`config.mk`:
```
export PLATFORM = sky130hd
export DESIGN_NAME = cds_mul
export DESIGN_NICKNAME = d
export VERILOG_FILES = /design/src/cds_pkg.sv /design/src/cds_mul.sv
export SDC_FILE = /design/constraint.sdc
export NUM_CORES = 2
export LEC_CHECK = 0
export ABC_AREA = 0
export ABC_CLOCK_PERIOD_IN_PS = 14150
export BUFFER_PORTS_ARGS = -buffer_cell sky130_fd_sc_hd__buf_2
export CAP_MARGIN = 20
export CORE_MARGIN = 4
export CORE_UTILIZATION = 30
export CTS_BUF_LIST = sky130_fd_sc_hd__clkbuf_8
export CTS_CLUSTER_SIZE = 10
export DETAILED_ROUTE_END_ITERATION = 16
export PLACE_DENSITY = 0.45
export SYNTH_ARGS = -nofsm -noshare
export SYNTH_HDL_FRONTEND = slang
export SYNTH_SLANG_ARGS = --single-unit
```
`constraint.sdc`:
```
create_clock -name clock -period 14.15 [get_ports clock]
set_clock_uncertainty 0.2 [all_clocks]
set_input_delay 0.7075 -clock clock [delete_from_list [all_inputs] [get_ports clock]]
set_output_delay 0.7075 -clock clock [all_outputs]
set_load 0.02 [all_outputs]
```
`src/cds_pkg.sv`:
```
// Shared types, constants and saturating helpers for the smoothing block.
// Used by cds_mul, cds_div and the top level; depends on nothing.
`timescale 1ns / 1ps
package cds_pkg;
   typedef logic signed [63:0] wide_type;

   localparam int DIV_NW = 49;
   localparam logic [62:0] ULIM = 63'h4000_0000_0000_0000;
   localparam logic signed [64:0] LIM65 = 65'sh0_4000_0000_0000_0000;
   localparam wide_type LIMW = 64'sh4000_0000_0000_0000;
   localparam logic [31:0] ST_MIN = 32'd7;
   localparam wide_type K048 = 64'sd31457;
   localparam wide_type K0235 = 64'sd15401;
   localparam logic [64:0] ONE_Q = 65'd65536;
   localparam logic REG_SMOOTH_TIME = 1'b0;
   localparam logic REG_MAX_SPEED = 1'b1;

   function automatic wide_type clampw(input logic signed [64:0] v);
      wide_type r;
      if (v > LIM65) r = LIMW;
      else if (v < -LIM65) r = -LIMW;
      else r = v[63:0];
      return r;
   endfunction

   function automatic wide_type sadd(input wide_type a, input wide_type b);
      wide_type ca;
      wide_type cb;
      logic signed [64:0] s;
      ca = clampw({a[63], a});
      cb = clampw({b[63], b});
      s = {ca[63], ca} + {cb[63], cb};
      return clampw(s);
   endfunction

   function automatic logic [62:0] mag63(input wide_type a);
      wide_type c;
      wide_type m;
      c = clampw({a[63], a});
      m = -c;
      return c[63] ? m[62:0] : c[62:0];
   endfunction

   function automatic logic [62:0] satu(input logic [64:0] v);
      return (v > {2'b00, ULIM}) ? ULIM : v[62:0];
   endfunction

   function automatic logic signed [31:0] sat32(input wide_type v);
      logic signed [31:0] r;
      if (v > 64'sd2147483647) r = 32'sh7FFF_FFFF;
      else if (v < -64'sd2147483648) r = 32'sh8000_0000;
      else r = v[31:0];
      return r;
   endfunction
endpackage

```
`src/cds_mul.sv`:
```
// Iterative saturating Q16.16 multiplier built on one 32 by 32 multiplier.
// Four partial products, one per cycle; depends on cds_pkg.
`timescale 1ns / 1ps
module cds_mul
   import cds_pkg::*;
(
   input  logic     clock,
   input  logic     reset,
   input  logic     start,
   input  wide_type a,
   input  wide_type b,
   output logic     done,
   output wide_type res,
   output logic [63:0] raw
);
   logic [62:0]  ma_ff, mb_ff;
   logic         neg_ff, run_ff, done_ff;
   logic [1:0]   cnt_ff;
   logic [126:0] acc_ff;
   logic [31:0]  opa, opb;
   logic [63:0]  part;
   logic [126:0] term;
   logic [62:0]  mag;
   wide_type     smag;

   always_comb begin
      opa = cnt_ff[0] ? {1'b0, ma_ff[62:32]} : ma_ff[31:0];
      opb = cnt_ff[1] ? {1'b0, mb_ff[62:32]} : mb_ff[31:0];
      part = opa * opb;
      case (cnt_ff)
         2'd0: term = 127'(part);
         2'd3: term = 127'(part) << 64;
         default: term = 127'(part) << 32;
      endcase
      mag = (acc_ff[126:16] > 111'(ULIM)) ? ULIM : acc_ff[78:16];
      smag = {1'b0, mag};
      res = neg_ff ? -smag : smag;
      raw = acc_ff[63:0];
      done = done_ff;
   end

   always_ff @(posedge clock) begin
      if (reset) begin
         run_ff <= 1'b0;
         done_ff <= 1'b0;
         cnt_ff <= 2'd0;
      end else begin
         done_ff <= 1'b0;
         if (start) begin
            ma_ff <= mag63(a);
            mb_ff <= mag63(b);
            neg_ff <= a[63] != b[63];
            acc_ff <= '0;
            cnt_ff <= 2'd0;
            run_ff <= 1'b1;
         end else if (run_ff) begin
            acc_ff <= acc_ff + term;
            cnt_ff <= cnt_ff + 2'd1;
            if (cnt_ff == 2'd3) begin
               run_ff <= 1'b0;
               done_ff <= 1'b1;
            end
         end
      end
   end
endmodule

```
==> metrics.yaml <==
status: "finished clean"
syn_nets: 8383
drc: 0
ys_top_cells_by_count: "999 x inv_1, 995 x nor2_1, 897 x fa_1"
yosys_warnings: 0
synthArstFlopShare_pct: 0
start_util_pct: 30.17
grt_max_degree: 77
worst_pin_slew_ps: 1223
met3_usage_pct: 4.222
dpl_worst_slack_ps: -503.7
yosysTopAreaCellShare_pct: 30.94
synth_edf_count: 254
cts_tree: "yes"
hpwl_um: 209100
dieArea_um2: 200600
clock.fmax_mhz: 72.96
slowest_delay_ps: 800
gp_congestion: 0.9884
gr-usage-met2_pct: 39.27
regToRegSetupSlack_ps: 440
timing.hold.ws_ps: 87.34
period_needed_ps: 13710
cts_sinks: 258
fill_cells: 20333
grt_overflow: 0
avgSynthCellArea_um2: 8.347
dieWidth_um: 447.9
critPathMaxFanout: 26
required_ps: 14600
path_common_cell: "fa_1"
dp.cells: 9523
period_share_pct: 96.86
rsz0062_at_grt: "false"
vias_per_cell: 5.322
min_path_type: "input pin to flip-flop"
synth-main-ff-cell: "edfxtp_1"
yosys.area.top_type: "fa_1"
critPathArrivalTime_ps: 14160
grtUsageMet1_pct: 34.14
cts_buffers: 56
maxCapViolCount: 0
wirelength_um: 251000
slowest_stage: "mux2i_2"
vias: 51282
insertion_delay_ps: 810
cts.path.max_buffers: 3
tns_ps: 0
grt_usage_pct: 24.75
cts_root_buffer: "clkbuf_8"
slew_headroom_pct: 17.63
yosysMostFrequentCell: "inv_1"
ys_seq_elements: 258
path_class: "flip-flop to flip-flop"
antenna_found_initial: 12
grt_pass1_vias: 52110
worstSetupEndpointType: "flip-flop"
fp.coreArea_um2: 192400
synth.distinct_cells: 85
dr.first_iter.drc_count: 4358
stdcell_count: 9636
hold_viol_final: 0
fin_nets: 8484
wl_per_cell_um: 26.05
synth_area_um2: 58050
clk_pin_slew_worst_paths_ps: 70
syn-instance-count: 6954
h-tree-depth: 2
drive_gt1_share_pct: 10.21
slew_viol_final: 0
synth_area_leaders: "fa_1 31%, edfxtp_1 13%, ha_1 8.6%, inv_1 6.5%, nor2_1 6.4%"
ios: 260
grt_pass1_wl_um: 365100
critPathLaunchType: "flip-flop"
port_buffers: 259
layout_setup_ws_ps: 443.8
drt.antenna.violating_nets: 0
die_h_um: 447.9
setup_violations: 0
area_delta_synth_final_pct: 10.13
busiest_layer: "met2"
yosysSeqAreaShare_pct: 13.28
dr.pass1.iters: 5
num_rows: 161
[per-stage QoR]
step | util [%] | instance area [um^2]
finish | 33.23 | 63930
global route | 33.22 | 63910
CTS | 33.19 | 63850
detailed placement | 32.54 | 62600
global placement | 32.54 | 62590
floorplan | - | 58050
[cell type report]
| class | instances | area (um^2) | share of cell area, % |
|---|---|---|---|
| diodes | 11 | 27.53 | 0.04306 |
| inverters | 1000 | 3754 | 5.872 |
| repair buffers | 458 | 2843 | 4.447 |
| multi-input cells | 5281 | 45220 | 70.73 |
| clock inverters | 46 | 441.7 | 0.6909 |
| flip-flops and latches | 258 | 7715 | 12.07 |
| clock buffers | 56 | 770.7 | 1.206 |
| well taps | 2526 | 3161 | 4.944 |
[flip-flops by register name, indices dropped and copies added (netlist names)]
signal and cells:
done 1, ma_ff 63, acc_ff 127, cnt_ff 2
neg_ff 1, mb_ff 63, run_ff 1
[worst max-delay path, delay by kind of cell (launching register included)]
kind                     cells  cell delay [ps]
XOR/XNOR                     1              480
multiplexers                 1              800
AO/OA/AOI/OAI               18             5190
flip-flops                   1              670
AND/OR/NAND/NOR              4             1080
buffers and inverters        6              710
adder cells (fa/ha/maj)     10             4390
[path summary, 6_finish.rpt]
| kind | from | to | depth (start not counted) |
|---|---|---|---|
| worst min register to register | run_ff | done | 2 |
| worst max-delay path | cnt_ff[0] | acc_ff[124] | 40 |
| worst min-delay path | b[0] | mb_ff[0] | 3 |
| worst max register to register | cnt_ff[0] | acc_ff[124] | 40 |
[metal layers]
metal / up-vias / part of all wire (%)
met3: 361 / 6.8
met5: - / 0.0052
met1: 26175 / 44
met2: 1901 / 45
met4: 2 / 3.9
li1: 22843 / -
[cell families (layout without fill, tap and decap cells)]
group	count (synthesis)	after routing	share of synthesized area (%)
xor+xnor	289	289	4.360
compound gates	1124	1124	12.27
simple gates	2429	2429	18.38
flops	258	258	13.28
buf+inv	1415	1560	9.566
mux	141	141	2.569
fa+ha+maj	1298	1298	39.58
other cells	0	11	0
[timing repair]
| item | in CTS | in global routing |
|---|---|---|
| resized for setup | 6 | 10 |
| endpoints found under the setup margin | 17 | 22 |
| hold buffers | 0 | 0 |
| buffers inserted | 0 | 0 |
[placed cells by master, fill, tap and decap left out, types with 39 or more instances in the layout]
cell,netlist,final
a21o_1,135,135
a21oi_1,350,349
a22o_1,43,43
a31oi_1,41,39
and2_1,65,65
buf_2,1,258
buf_4,64,196
clkbuf_8,0,56
edfxtp_1,254,254
fa_1,897,897
ha_1,401,400
inv_1,999,1012
mux2_2,64,64
nand2_1,820,820
nand3_1,63,63
nand4_1,104,104
nor2_1,995,994
nor3_1,97,97
nor4_1,48,48
o21ai_0,248,247
o21bai_1,58,58
xnor2_1,127,127
xor2_1,162,159
Power is not shown: default switching activity piles up to over one toggle a cycle in this logic, so the estimate is an artifact.
