===== src/cds_pkg.sv =====
// Shared types, constants and saturating helpers for the smoothing block.
// Used by cds_mul, cds_div and the top level; depends on nothing.
`timescale 1ns / 1ps
package cds_pkg;
   typedef logic signed [63:0] wide_type;

   localparam int DIV_NW = 49;
   localparam logic [62:0] ULIM = 63'h4000_0000_0000_0000;
   localparam logic signed [64:0] LIM65 = 65'sh0_4000_0000_0000_0000;
   localparam wide_type LIMW = 64'sh4000_0000_0000_0000;
   localparam logic [31:0] ST_MIN = 32'd7;
   localparam wide_type K048 = 64'sd31457;
   localparam wide_type K0235 = 64'sd15401;
   localparam logic [64:0] ONE_Q = 65'd65536;
   localparam logic REG_SMOOTH_TIME = 1'b0;
   localparam logic REG_MAX_SPEED = 1'b1;

   function automatic wide_type clampw(input logic signed [64:0] v);
      wide_type r;
      if (v > LIM65) r = LIMW;
      else if (v < -LIM65) r = -LIMW;
      else r = v[63:0];
      return r;
   endfunction

   function automatic wide_type sadd(input wide_type a, input wide_type b);
      wide_type ca;
      wide_type cb;
      logic signed [64:0] s;
      ca = clampw({a[63], a});
      cb = clampw({b[63], b});
      s = {ca[63], ca} + {cb[63], cb};
      return clampw(s);
   endfunction

   function automatic logic [62:0] mag63(input wide_type a);
      wide_type c;
      wide_type m;
      c = clampw({a[63], a});
      m = -c;
      return c[63] ? m[62:0] : c[62:0];
   endfunction

   function automatic logic [62:0] satu(input logic [64:0] v);
      return (v > {2'b00, ULIM}) ? ULIM : v[62:0];
   endfunction

   function automatic logic signed [31:0] sat32(input wide_type v);
      logic signed [31:0] r;
      if (v > 64'sd2147483647) r = 32'sh7FFF_FFFF;
      else if (v < -64'sd2147483648) r = 32'sh8000_0000;
      else r = v[31:0];
      return r;
   endfunction
endpackage


===== src/cds_div.sv =====
// Restoring radix-2 divider, one quotient bit per cycle.
// Depends on cds_pkg for the numerator width.
`timescale 1ns / 1ps
module cds_div
   import cds_pkg::*;
(
   input  logic              clock,
   input  logic              reset,
   input  logic              start,
   input  logic [DIV_NW-1:0] num,
   input  logic [62:0]       den,
   output logic              done,
   output logic [DIV_NW-1:0] quo
);
   logic [63:0]       rem_ff;
   logic [DIV_NW-1:0] num_ff, quo_ff;
   logic [62:0]       den_ff;
   logic [5:0]        cnt_ff;
   logic              run_ff, done_ff;
   logic [63:0]       trial;
   logic              ge;

   always_comb begin
      trial = {rem_ff[62:0], num_ff[DIV_NW-1]};
      ge = trial >= {1'b0, den_ff};
      done = done_ff;
      quo = quo_ff;
   end

   always_ff @(posedge clock) begin
      if (reset) begin
         run_ff <= 1'b0;
         done_ff <= 1'b0;
         cnt_ff <= '0;
      end else begin
         done_ff <= 1'b0;
         if (start) begin
            rem_ff <= '0;
            num_ff <= num;
            den_ff <= den;
            quo_ff <= '0;
            cnt_ff <= 6'(DIV_NW);
            run_ff <= 1'b1;
         end else if (run_ff) begin
            rem_ff <= ge ? trial - {1'b0, den_ff} : trial;
            quo_ff <= {quo_ff[DIV_NW-2:0], ge};
            num_ff <= num_ff << 1;
            cnt_ff <= cnt_ff - 6'd1;
            if (cnt_ff == 6'd1) begin
               run_ff <= 1'b0;
               done_ff <= 1'b1;
            end
         end
      end
   end
endmodule


===== config.mk =====
export PLATFORM = sky130hd
export DESIGN_NAME = cds_div
export DESIGN_NICKNAME = d
export VERILOG_FILES = /design/src/cds_pkg.sv /design/src/cds_div.sv
export SDC_FILE = /design/constraint.sdc
export NUM_CORES = 1
export LEC_CHECK = 0
export ABC_AREA = 0
export BUFFER_PORTS_ARGS = -buffer_cell sky130_fd_sc_hd__buf_4
export CAP_MARGIN = 40
export CORE_MARGIN = 5
export CORE_UTILIZATION = 53
export CTS_BUF_LIST = sky130_fd_sc_hd__clkbuf_4 sky130_fd_sc_hd__clkbuf_8 sky130_fd_sc_hd__clkbuf_16
export CTS_CLUSTER_DIAMETER = 200
export DETAILED_ROUTE_END_ITERATION = 6
export PLACE_DENSITY = 0.77
export SYNTH_ARGS = -nofsm -noshare
export SYNTH_HDL_FRONTEND = slang
export SYNTH_SLANG_ARGS = --single-unit

===== constraint.sdc =====
create_clock -name clock -period 8.7 [get_ports clock]
set_input_delay 0.435 -clock clock [delete_from_list [all_inputs] [get_ports clock]]
set_output_delay 0.435 -clock clock [all_outputs]
set_load 0.01 [all_outputs]

==> impl_summary.log <==
INFO  metric nets_in_the_synthesized_netlist = ~1400
INFO  metric ir_worst_vdd = approximately 0.00022 V
INFO  metric outcome = finished clean
INFO  metric fillerInstances = around 2100
INFO  metric synthArstFlopShare = 0
INFO  metric multi_input_area = 0.005861 mm2
INFO  metric clock_skew = around 15 ps
INFO  metric clock_sink_count = around 230
INFO  metric synth-edff-count = ~220
INFO  metric most_common_flop_cell_mapped_by_yosys = edfxtp_1
INFO  metric post_synth.cell_area_avg = 10.78 um2
INFO  metric max_slew_vio_count = 0
INFO  metric die_width = 168.7 um
INFO  metric synth-seq-cells = 232
INFO  metric max_freq = around 250 MHz
INFO  metric crit_arrival = ~4400 ps
INFO  metric power_density = about 210 mW/mm2
INFO  metric setup_repair_after_global_routing_missed_its_margin = no
INFO  metric route.vias.total = roughly 9900
INFO  metric timing.final.hold_violations = 0
INFO  metric floorplan.io_pins = around 170
INFO  metric netlist_area = ~0.013 mm2
INFO  metric die_y = 168.7 um
INFO  metric first_global_vias = 9925
INFO  metric tightestPinTransition = between 900 and 1000 ps
INFO  metric yosys.cell_types.count = 80
INFO  metric hold_class = primary input to flip-flop
INFO  metric io_port_bufs = approximately 160
INFO  metric avgViaCountPerCell = between 5 and 6
INFO  metric grt_overflow = 0
INFO  metric crit_cells = 10
INFO  metric cts_buffers = 26
INFO  metric maxCapViolations = 0
INFO  metric postRouteAntennaNets = 0
INFO  metric clkLatencyLatePin = 540 ps
INFO  metric htreeDepth = 1
INFO  metric finalWeightedCongestion = between 0.9 and 1
INFO  metric syn-instance-count = 1238
INFO  metric holdWs = between 70 and 80 ps
INFO  metric setup.worst_path.end_class = flip-flop
INFO  metric yosysSeqAreaShare = 0.5159
INFO  metric finalCriticalPeriod = 3972 ps
INFO  metric cp_num_buf_inv = 0
INFO  metric final_layout_size_suffix_gt1_frac = 0.2088
INFO  metric dieArea = 0.02846 mm2
INFO  metric buffer_cell_driving_the_clock_tree_root = clkbuf_16
INFO  metric cpLargestDelayFamily = compound AO/OA/AOI/OAI gates
INFO  metric synthesis.yosys.warnings = 0
INFO  metric placementRows = 58
INFO  metric leakage = around 6.4 nW
INFO  metric setup_viol = 0
INFO  metric detailedRoute.firstIterationViolations = between 700 and 800
INFO  metric hold_buffers_post_cts = 0
INFO  metric finish.net_count = around 1600
INFO  metric critical_path_required = between 9000 and 10000 ps
INFO  metric antenna_cells = 0
INFO  metric antenna_found_initial = 0
INFO  metric critical_path.max_stage_delay = ~670 ps
INFO  metric cts_setup_buffers = 0
INFO  metric global_route.usage.total = 0.2115
INFO  metric tritoncts = done
INFO  metric grt_pass1_wl = 49970 um
INFO  metric initial_core_util = 0.5347
INFO  metric core = between 0.02 and 0.025 mm2
INFO  metric critPathLaunchType = flip-flop
INFO  metric route.detailed.drc = 0
INFO  metric critical_path_type = flip-flop to flip-flop
INFO  metric crit_fanout = 15
INFO  metric ff_latch_area = roughly 0.007 mm2
INFO  metric flow.area_growth_from_synthesis = 17.29%
INFO  metric p_total = 3.318 mW
INFO  metric holdPathStages = 1
INFO  metric ctsLongestPathBuffers = 3
INFO  metric hpwl = about 22000 um
INFO  metric worst-r2r-cell-count = 10
INFO  metric routed_wl_per_cell = about 18 um
INFO  metric cts_repair_resize_count = 0
INFO  metric post_route_setup_tns = 0 ps
INFO  metric cp_slowest_cell = nor2_2
INFO  metric relative_max_transition_margin = 0.3760
INFO  metric detailedRoute.firstPassIterationCount = 5
INFO  metric grt_start_max_net_pins = 81
INFO  metric min_period_over_period = 0.4566
INFO  metric path_cells = ha_1 > a21oi_1 > o21ai_0 > o21bai_1 > a211oi_1 > o41ai_4 > o211ai_2 > nand2_1 > nor2_2 > a22o_1
INFO  metric cts.reportedPaths.clkPinSlew = 70 ps
INFO  metric route.final.wire_length = around 30000 um
path summary, 6_finish.rpt:
kind | startpoint | to | slack (ps)
worst min-delay path | den[38] | den_ff[38] | 70
worst min register to register | cnt_ff[1] | cnt_ff[1] | 500
worst max register to register | rem_ff[36] | rem_ff[47] | 4730
worst max-delay path | rem_ff[36] | rem_ff[47] | 4730
cell usage after synthesis, drive strengths merged, types with 4 or more instances:
| cell | instances | area share |
|---|---|---|
| a31oi | 8 | 0.0042 |
| a21o | 35 | 0.020 |
| inv | 90 | 0.025 |
| a22o | 7 | 0.0046 |
| or3 | 16 | 0.0079 |
| o211ai | 10 | 0.0060 |
| o21a | 12 | 0.0067 |
| o2111ai | 5 | 0.0033 |
| o31ai | 6 | 0.0041 |
| nand3 | 29 | 0.011 |
| or2 | 6 | 0.0028 |
| o21bai | 15 | 0.0084 |
| buf | 26 | 0.010 |
| a2111oi | 7 | 0.0051 |
| a211oi | 19 | 0.011 |
| and3 | 15 | 0.0070 |
| nor2b | 53 | 0.025 |
| nor2 | 55 | 0.016 |
| a21boi | 7 | 0.0039 |
| a21oi | 115 | 0.043 |
| and2 | 11 | 0.0052 |
| or4 | 5 | 0.0028 |
| dfxtp | 8 | 0.012 |
| nand4 | 17 | 0.0084 |
| o31a | 4 | 0.0027 |
| edfxtp | 224 | 0.50 |
| mux2 | 49 | 0.041 |
| nand2b | 6 | 0.0028 |
| o21ai | 42 | 0.016 |
| nor3 | 19 | 0.0075 |
| xor2 | 18 | 0.012 |
| nand2 | 124 | 0.035 |
| xnor2 | 28 | 0.018 |
| ha | 65 | 0.061 |
| clkbuf | 36 | 0.010 |
worst reg2reg max path: stages, from the launching register on:
cell,delay (ps)
edfxtp_1,410
ha_1,430
a21oi_1,170
o21ai_0,230
o21bai_1,240
a211oi_1,460
o41ai_4,180
o211ai_2,330
nand2_1,460
nor2_2,670
a22o_1,260
layer usage:
metal	up-vias	share of wire	wire length, um	track usage
met1	4723	0.44	13520	0.2829
met5	-	0	0	0
li1	4844	-	-	-
met4	0	0.028	872	0.06528
met2	305	0.48	14840	0.3565
met3	53	0.051	1583	0.03316
flip-flops by register name, indices dropped and copies added (netlist names):
register  flops
den_ff       63
rem_ff       63
num_ff       49
quo          49
cnt_ff        6
done          1
run_ff        1
layout make-up:
cell class | instances | share of cell area
inverters | 90 | 0.02158
repair buffers | 173 | 0.08447
clock inverters | 11 | 0.006873
multi-input cells | 854 | 0.3743
well taps | 330 | 0.02637
clock buffers | 34 | 0.04651
flip-flops and latches | 232 | 0.4399
cell families (layout without fill, tap and decap cells):
kind of cell,count (synthesis),after routing,synth area share
and+or+nand+nor,367,367,0.1385
AOI/OAI and AO/OA,324,324,0.1639
DFF,232,232,0.5159
buffers and inverters,152,308,0.04612
adders and majority gates,66,66,0.06243
muxes,51,51,0.04284
xor gates and xnor gates,46,46,0.03018
power by group:
| part | internal, mW | switching (mW) | total, mW |
|---|---|---|---|
| logic | 0.344 | 0.499 | 0.842 |
| registers | 1.35 | 0.0434 | 1.39 |
| clock network | 0.646 | 0.438 | 1.08 |
cells in the final DEF (no fill, tap or decap), types with 16 or more instances in the layout:
cell type / n
a211oi_1: 17
a21o_1: 35
a21oi_1: 115
buf_4: 171
clkbuf_16: 27
edfxtp_1: 224
ha_1: 65
inv_1: 90
mux2_2: 49
nand2_1: 124
nand3_1: 29
nand4_1: 16
nor2_1: 51
nor2b_1: 53
nor3_1: 18
o21ai_0: 39
xnor2_1: 28
xor2_1: 18
through the flow:
step / instances / utilization / worst slack, ps / cell area (um2)
5_1_grt: 1724 / 0.6272 / 4420 / 15660
6_report: 1724 / 0.6272 / 4728 / 15660
3_5_place_dp: 1679 / 0.5937 / 4819 / 14820
3_3_place_gp: 1677 / 0.5921 / 4770 / 14780
4_1_cts: 1724 / 0.6272 / 4788 / 15660
2_1_floorplan: 1238 / - / 45.41 / 13350
No activity file was read; power rests on OpenSTA's default activity.
