`config.mk`:
```
export PLATFORM = sky130hd
export DESIGN_NAME = cds_sqrt
export DESIGN_NICKNAME = d
export VERILOG_FILES = /design/src/cds_sqrt.sv
export SDC_FILE = /design/constraint.sdc
export NUM_CORES = 1
export LEC_CHECK = 0
export BUFFER_PORTS_ARGS = -buffer_cell sky130_fd_sc_hd__clkbuf_2
export CAP_MARGIN = 20
export CORE_MARGIN = 3
export CORE_UTILIZATION = 55
export CTS_BUF_LIST = sky130_fd_sc_hd__clkbuf_4 sky130_fd_sc_hd__clkbuf_8
export DETAILED_ROUTE_END_ITERATION = 7
export PLACE_DENSITY = 0.84
export SLEW_MARGIN = 30
export SYNTH_ARGS = -nofsm -noshare
export SYNTH_HDL_FRONTEND = slang
export SYNTH_SLANG_ARGS = --single-unit
```
`constraint.sdc`:
```
create_clock -name clock -period 25.3 [get_ports clock]
set_clock_uncertainty 0.1 [all_clocks]
set_input_delay 5.06 -clock clock [delete_from_list [all_inputs] [get_ports clock]]
set_output_delay 5.06 -clock clock [all_outputs]
set_load 0.01 [all_outputs]
```
`src/cds_sqrt.sv`:
```
// Integer square root of a 64-bit value, two radicand bits per cycle.
// Depends on nothing; 32 steps per root.
`timescale 1ns / 1ps
module cds_sqrt (
   input  logic        clock,
   input  logic        reset,
   input  logic        start,
   input  logic [63:0] rad,
   output logic        done,
   output logic [32:0] root
);
   logic [63:0] n_ff, res_ff, bit_ff;
   logic        run_ff, done_ff;
   logic [64:0] rb;

   always_comb begin
      rb = {1'b0, res_ff} + {1'b0, bit_ff};
      done = done_ff;
      root = res_ff[32:0];
   end

   always_ff @(posedge clock) begin
      if (reset) begin
         run_ff <= 1'b0;
         done_ff <= 1'b0;
      end else begin
         done_ff <= 1'b0;
         if (start) begin
            n_ff <= rad;
            res_ff <= '0;
            bit_ff <= 64'h4000_0000_0000_0000;
            run_ff <= 1'b1;
         end else if (run_ff) begin
            if ({1'b0, n_ff} >= rb) begin
               n_ff <= n_ff - rb[63:0];
               res_ff <= (res_ff >> 1) + bit_ff;
            end else begin
               res_ff <= res_ff >> 1;
            end
            bit_ff <= bit_ff >> 2;
            if (bit_ff[0]) begin
               run_ff <= 1'b0;
               done_ff <= 1'b1;
            end
         end
      end
   end
endmodule

```
==> metrics.txt, run 1 <==
max_cap viols 0; WL per Instance around 19 um; chip width roughly 170 um; global-route wire length before repair approximately 63000 um; clock share of power between 15 and 20%; clk_lat worst skew approximately 0.48 ns; Post-CTS Setup Inserts 0; Distinct cells, synth 80; PwrDens between 60 and 70 mW/mm^2; FP Rows 59; Max Fclk 130 MHz; Post-synth EDFFs 160; Crit path required time 25.29 ns; syn_area_per_cell about 9 sq um; Place WS around 17 ns; syn_nets around 1900; Hold WC Path Type reg2reg; Core Region approximately 0.026 sq mm; number of synthesized register bits approximately 160; switch share between 40% and 50%; TritonCTS clock tree built; Tmin final roughly 7.7 ns; NetSw roughly 0.44 mW; DP HPWL between 20000 and 30000 um; maximum clock insertion buffer count 2; Crit Path Class in2reg; Post-Syn Instances about 1700; startpoint types primary input; status finished, final reports clean; Post-synth top flop edfxtp_1; io pins 101; power share of the combinational group a little under half; post-DR vias/cell between 6 and 7; Rel. slew slack ~37%; nets between 1500 and 2000; CTS Hold Buffers Added 0; register area share after synthesis 32.7%; Lkg Pwr roughly 6.1 nW; placed cells 2031; Final Instance Count excl. Fillers 2063; fin util about 60%; Synth warnings 0; diode count 0; Fin Setup TNS 0 ns; Reg2Reg Setup Slack between 15 and 20 ns; clock slew at reported path FFs around 0.090 ns; final setup fails 0; # port buffers 100; Worst IR Drop VDD 0.0000374 V; Flop pwr share between 30% and 40%; largest net degree at the start of global routing 143; CP Capture Type flip-flop; GRT Util Overall 26.4%; Tightest Pin Transition 0.940 ns; CP startpoint start; gr ovfl total 0; drt pass-1 iters 6; Post-DRT Antenna Nets 0; synthesized area between 0.01 and 0.015 sq mm; area grow syn2layout 5.90%; die area slightly below 0.03 sq mm; final slew viol count 0; gpl congestion 0.947; endpoints failing hold 0; WL final approximately 39000 um; ys async rst share 0%; post-route clock period utilization a little under a third; cells on worst reg2reg path 21; FF-to-FF End n_ff[43]; clock sink total 162; Final Total Pwr between 1 and 1.5 mW; RR Startpoint res_ff[8]; Worst setup endpoint n_ff[43]; RSZ-0062 raised after global routing no; min setup slack post-route around 18 ns; Root Buffer clkbuf_8; Initial Util between 50% and 60%; CTS Buf Count 17; critical path peak fanout around 140; Pint 0.624 mW; DRC 0; vias in the first global route around 12000; Worst Path Arrival 7.70 ns; die outline height 170 um; H-Tree Depth 4; layout cells sized above 1 a little under an eighth; Starting DRT DRC Count roughly 1500; initial antenna violation count 0; post_cts resized 0; Vias around 13000
worst max-delay path: stages:
cell	delay, ns
clkbuf_8	0.64
clkinv_1	0.82
a21oi_4	0.29
buf_4	0.71
per-layer routing:
metal / track usage, % / up-vias / routed length (um)
li1: - / 6334 / -
met1: 36.9 / 6250 / 17300
met2: 42.4 / 568 / 17400
met3: 4.23 / 84 / 3050
met4: 8.32 / 0 / 1050
met5: 0 / - / 0
cells in the mapped netlist (all sizes together) (4+ instances only):
cell,instances,share of area (%)
nand2,191,4.8
edfxtp,160,32
o21ai,156,5.3
nor2,137,3.5
ha,130,11
a21oi,114,3.9
xor2,89,5.3
a31oi,63,2.7
xnor2,60,3.5
nor2b,57,2.4
buf,46,2.3
clkbuf,46,1.2
a211oi,40,2.9
a21o,39,2.0
nand4,36,1.6
inv,33,0.84
o21bai,28,1.4
a31o,22,1.3
nand3,22,0.74
and3,21,0.89
or3,20,0.84
nor3,17,0.57
nand2b,15,0.63
o21a,15,0.76
o31ai,10,0.63
o211ai,8,0.41
or2,8,0.34
a21bo,6,0.41
a21boi,6,0.30
and2,6,0.25
mux2i,6,0.41
nor4,6,0.25
or4,6,0.30
nand3b,5,0.25
o31a,5,0.30
a211o,4,0.24
a311oi,4,0.24
a41oi,4,0.24
and4,4,0.24
logic make-up (layout without fill, tap and decap cells):
kind of cell	count (synthesis)	count (layout)	share of synthesized area, %
multiplexers	8	8	0.557
adder cells (fa/ha/maj)	131	131	11.1
flip-flops	162	162	32.7
AND/OR/NAND/NOR	554	554	17.8
AO/OA/AOI/OAI	552	552	24.7
buffers and inverters	126	172	4.32
XOR/XNOR	149	149	8.80
power by group through the flow:
| stage | registers [mW] | clock network (mW) | logic (mW) |
|---|---|---|---|
| floorplan | 0.360 | 0 | 0.392 |
| global placement | 0.369 | 0 | 0.477 |
| detailed placement | 0.370 | 0 | 0.491 |
| CTS | 0.364 | 0.199 | 0.494 |
| global route | 0.369 | 0.208 | 0.554 |
| finish | 0.365 | 0.197 | 0.502 |
flip-flops by register name, indices dropped and copies added, names as in the netlist:
| name | count |
|---|---|
| bit_ff | 32 |
| done | 1 |
| n_ff | 64 |
| res_ff | 64 |
| run_ff | 1 |
area by class of cell:
class	instances	area, sq um
clock inverters	15	156
flip-flops and latches	162	4840
fillers	2246	10600
clock buffers	17	234
inverters	34	129
repair buffers	106	558
multi-input cells	1394	9360
well taps	335	419
placed cells by master (no fill, tap or decap), drive strengths merged, types with 5 or more instances in the layout:
cell type  count
nand2        191
edfxtp       160
o21ai        156
nor2         137
ha           130
clkbuf       117
a21oi        114
xor2          89
a31oi         63
xnor2         60
nor2b         57
a211oi        40
a21o          39
nand4         36
inv           35
o21bai        28
nand3         22
a31o          22
and3          21
or3           20
nor3          17
o21a          15
nand2b        15
o31ai         10
o211ai         8
or2            8
clkinv         8
and2           6
nor4           6
mux2i          6
or4            6
a21boi         6
buf            6
a21bo          6
o31a           5
nand3b         5
worst min-delay path by stage:
stage / cells after the start / slack [ns] / startpoint / endpoint
6_report: 1 / 0.41 / run_ff / done
5_1_grt: 1 / 0.43 / run_ff / done
4_1_cts: 1 / 0.40 / run_ff / done
2_1_floorplan: 1 / 0.36 / run_ff / done
3_3_place_gp: 1 / 0.39 / run_ff / done
3_5_place_dp: 1 / 0.38 / run_ff / done
per-stage QoR:
stage | area (sq um) | hold slack, ns
floorplan | 14800 | 0.360
global placement | 15300 | 0.390
detailed placement | 15300 | 0.379
CTS | 15700 | 0.403
global route | 15700 | 0.425
finish | 15700 | 0.406
No activity file was read; power rests on OpenSTA's default activity.
==> run 2, diff against run 1 <==
Settings changed: PLACE_DENSITY 0.84 to 0.86.
Clock period 25.3 ns to 6.2 ns, I/O delays scaled along.
==> metrics.txt, run 2 (same netlist as run 1, synthesis figures left out) <==
Core Region 0.0263 sq mm (unchanged); CP Capture Type flip-flop; Crit Path Class reg2reg; gr ovfl total 0 (unchanged); CTS Buf Count 17 (unchanged); FF-to-FF End res_ff[1]; slowest stage cell, crit path edfxtp_1; # fillers 2176 (-3.1%); global-route wire length before repair 64100 um (+2.3%); worst hold path depth 1 (unchanged); Crit path depth 23 (+19); clock share of power 17.9% (-0.6 points); # port buffers 100 (unchanged); FP Rows 59 (unchanged); Initial Util 56.4% (unchanged); max_cap viols 0 (unchanged); Worst Path Arrival 6.18 ns (-1.52 ns); CP cell instances ha_1 > a31oi_1 > o21ai_0 > a31oi_1 > o21ba_2 > o311a_1 > o21a_1 > o31a_1 > o21ai_2 > nor2b_1 > o21ai_0 > xor2_1 > ha_1 > nand2_1 > nor2_4 > nand4_1 > nor4_4 > a211oi_2 > a21oi_4 > buf_12 > buf_4 > mux2i_1 > nor2_1; cells on worst reg2reg path 23 (+9.5%); GRT Util Overall 27.3% (+0.83 points); delay-heaviest family, CP compound AO/OA/AOI/OAI gates; die area 0.0290 sq mm (unchanged); layout cells sized above 1 15.3% (+3.4 points); die outline height 170 um (unchanged); RR Startpoint res_ff[12]; endpoints failing hold 0 (unchanged); Lkg Pwr 6.38 nW (+4.7%); nets 1957 (+2.3%); startpoint types flip-flop; Crit path required time 6.31 ns (-18.98 ns); Vias 13400 (+1.0%); TritonCTS clock tree built; Tmin final ~6.1 ns; power share of the combinational group 49.1% (+1.9 points); multi-input logic area 0.00952 sq mm (+1.7%); Final Total Pwr 4.46 mW (+320%); maximum clock insertion buffer count 2 (unchanged); clock sink total 162 (unchanged); critical path peak fanout 19 (-87%); io pins 101 (unchanged); clk_lat worst skew 0.48 ns (about the same); Pint 2.60 mW (+320%); Reg2Reg Setup Slack 0.13 ns (-17.54 ns); DP HPWL 30700 um (+5.8%); PwrDens 274 mW/mm^2 (+300%); status finished, final reports clean; Hold Path End done; switch share 41.8% (+0.39 points); Hold WC Path Type reg2reg; post-DR vias/cell 6.35 (-1.1%); most frequent cells in the layout nand2_1, edfxtp_1, o21ai_0; Fin Setup TNS 0 ns (unchanged); WL final 40500 um (+4.4%); gpl congestion 0.949 (+0.29%); Flop pwr share 33.0% (-1.3 points); min setup slack post-route 0.131 ns (-17.46 ns); post-route clock period utilization between 90 and 100%; diode count 0 (unchanged); DRC 0 (unchanged); largest net degree at the start of global routing 91 (-36%); commonest non-fill, non-tap cell in the layout nand2_1; Post-DRT Antenna Nets 0 (unchanged); NetSw 1.86 mW (+320%); crit path buf inv count 2 (-1); Place WS -0.369 ns (-17.38 ns); Worst IR Drop VDD 0.000146 V (+290%); WL per Instance 19.2 um (+2.2%); H-Tree Depth 4 (unchanged); placed cells 2069 (+1.9%); vias in the first global route 12600 (+0.88%); register area 0.00484 sq mm (unchanged); final setup fails 0 (unchanged); Max Fclk 165 MHz; Final Instance Count excl. Fillers 2107 (+2.1%); CP max stage delay 0.51 ns (-0.31 ns); area grow syn2layout 9.73%; drt pass-1 iters 6 (unchanged); min-delay src run_ff; final slew viol count 0 (unchanged); initial antenna violation count 0 (unchanged); Root Buffer clkbuf_8; chip width 170 um (unchanged); top flop regs n_ff (64), res_ff (64), bit_ff (32); clock slew at reported path FFs 0.11 ns (+0.02 ns); Rel. slew slack 50.5% (+13 points); Starting DRT DRC Count 1498 (-0.66%); Tightest Pin Transition 0.742 ns (-0.198 ns)
[run 2: changes by cell type in the layout (fill, tap and decap cells not counted), sizes merged]
cell,change
buf,+45
bufinv,-1
clkbuf,-1
clkinv,+1
clkinvlp,-3
inv,+3
[run 2: worst max path at each step]
stage | from | to
after global placement | res_ff[2] | n_ff[56]
after global routing | res_ff[6] | n_ff[58]
after floorplan | bit_ff[0] | n_ff[0]
after CTS | res_ff[2] | res_ff[1]
final | res_ff[12] | res_ff[1]
after detailed placement | res_ff[2] | res_ff[1]
[run 2: final cells by class]
class / count / share of cell area [%]
clock inverter: 15 / 0.931
sequential: 162 / 29.8
inverter: 34 / 0.815
clock buffer: 17 / 1.44
multi-input combinational: 1394 / 58.5
timing repair buffer: 150 / 5.93
tap: 335 / 2.58
[run 2: metal layers]
metal	global-route usage (%)	part of all wire [%]	vias up	routed length, um
met5	0	0	-	0
met4	6.88	1.9	0	786
met3	4.20	8.6	56	3500
met2	44.4	47	650	18900
met1	38.3	43	6249	17300
li1	-	-	6416	-
[run 2: power groups by stage]
stage / logic [mW] / clock network, mW / registers, mW
final: 2.19 / 0.798 / 1.47
after floorplan: 1.60 / 0 / 1.46
after global placement: 2.05 / 0 / 1.49
after detailed placement: 2.10 / 0 / 1.49
after CTS: 2.12 / 0.800 / 1.47
after global routing: 2.40 / 0.849 / 1.49
[run 2: per-stage QoR]
stage	hold WS [ns]	util, %	cell area (sq um)
6_report	0.404	61.9	16300
5_1_grt	0.420	61.9	16300
4_1_cts	0.402	61.2	16100
3_5_place_dp	0.386	59.6	15700
3_3_place_gp	0.383	59.6	15700
2_1_floorplan	0.360	-	14800
[run 2: worst register-to-register path: cells and delay by family, from the launching register on]
family,cells,cell delay (ns)
xor gates and xnor gates,1,0.17
buffers and inverters,2,0.37
muxes,1,0.24
adders and majority gates,2,0.69
and+or+nand+nor,6,1.09
DFF,1,0.51
AOI/OAI and AO/OA,11,2.62
[run 2: timing repair]
item / in CTS / in global routing
endpoints found under the setup margin: 128 / 134
cloned: 0 / 0
buffers inserted: 0 / 5
hold endpoints to repair: 0 / 0
hold buffers: 0 / 0
pin swaps: 0 / 11
resized for setup: 5 / 25
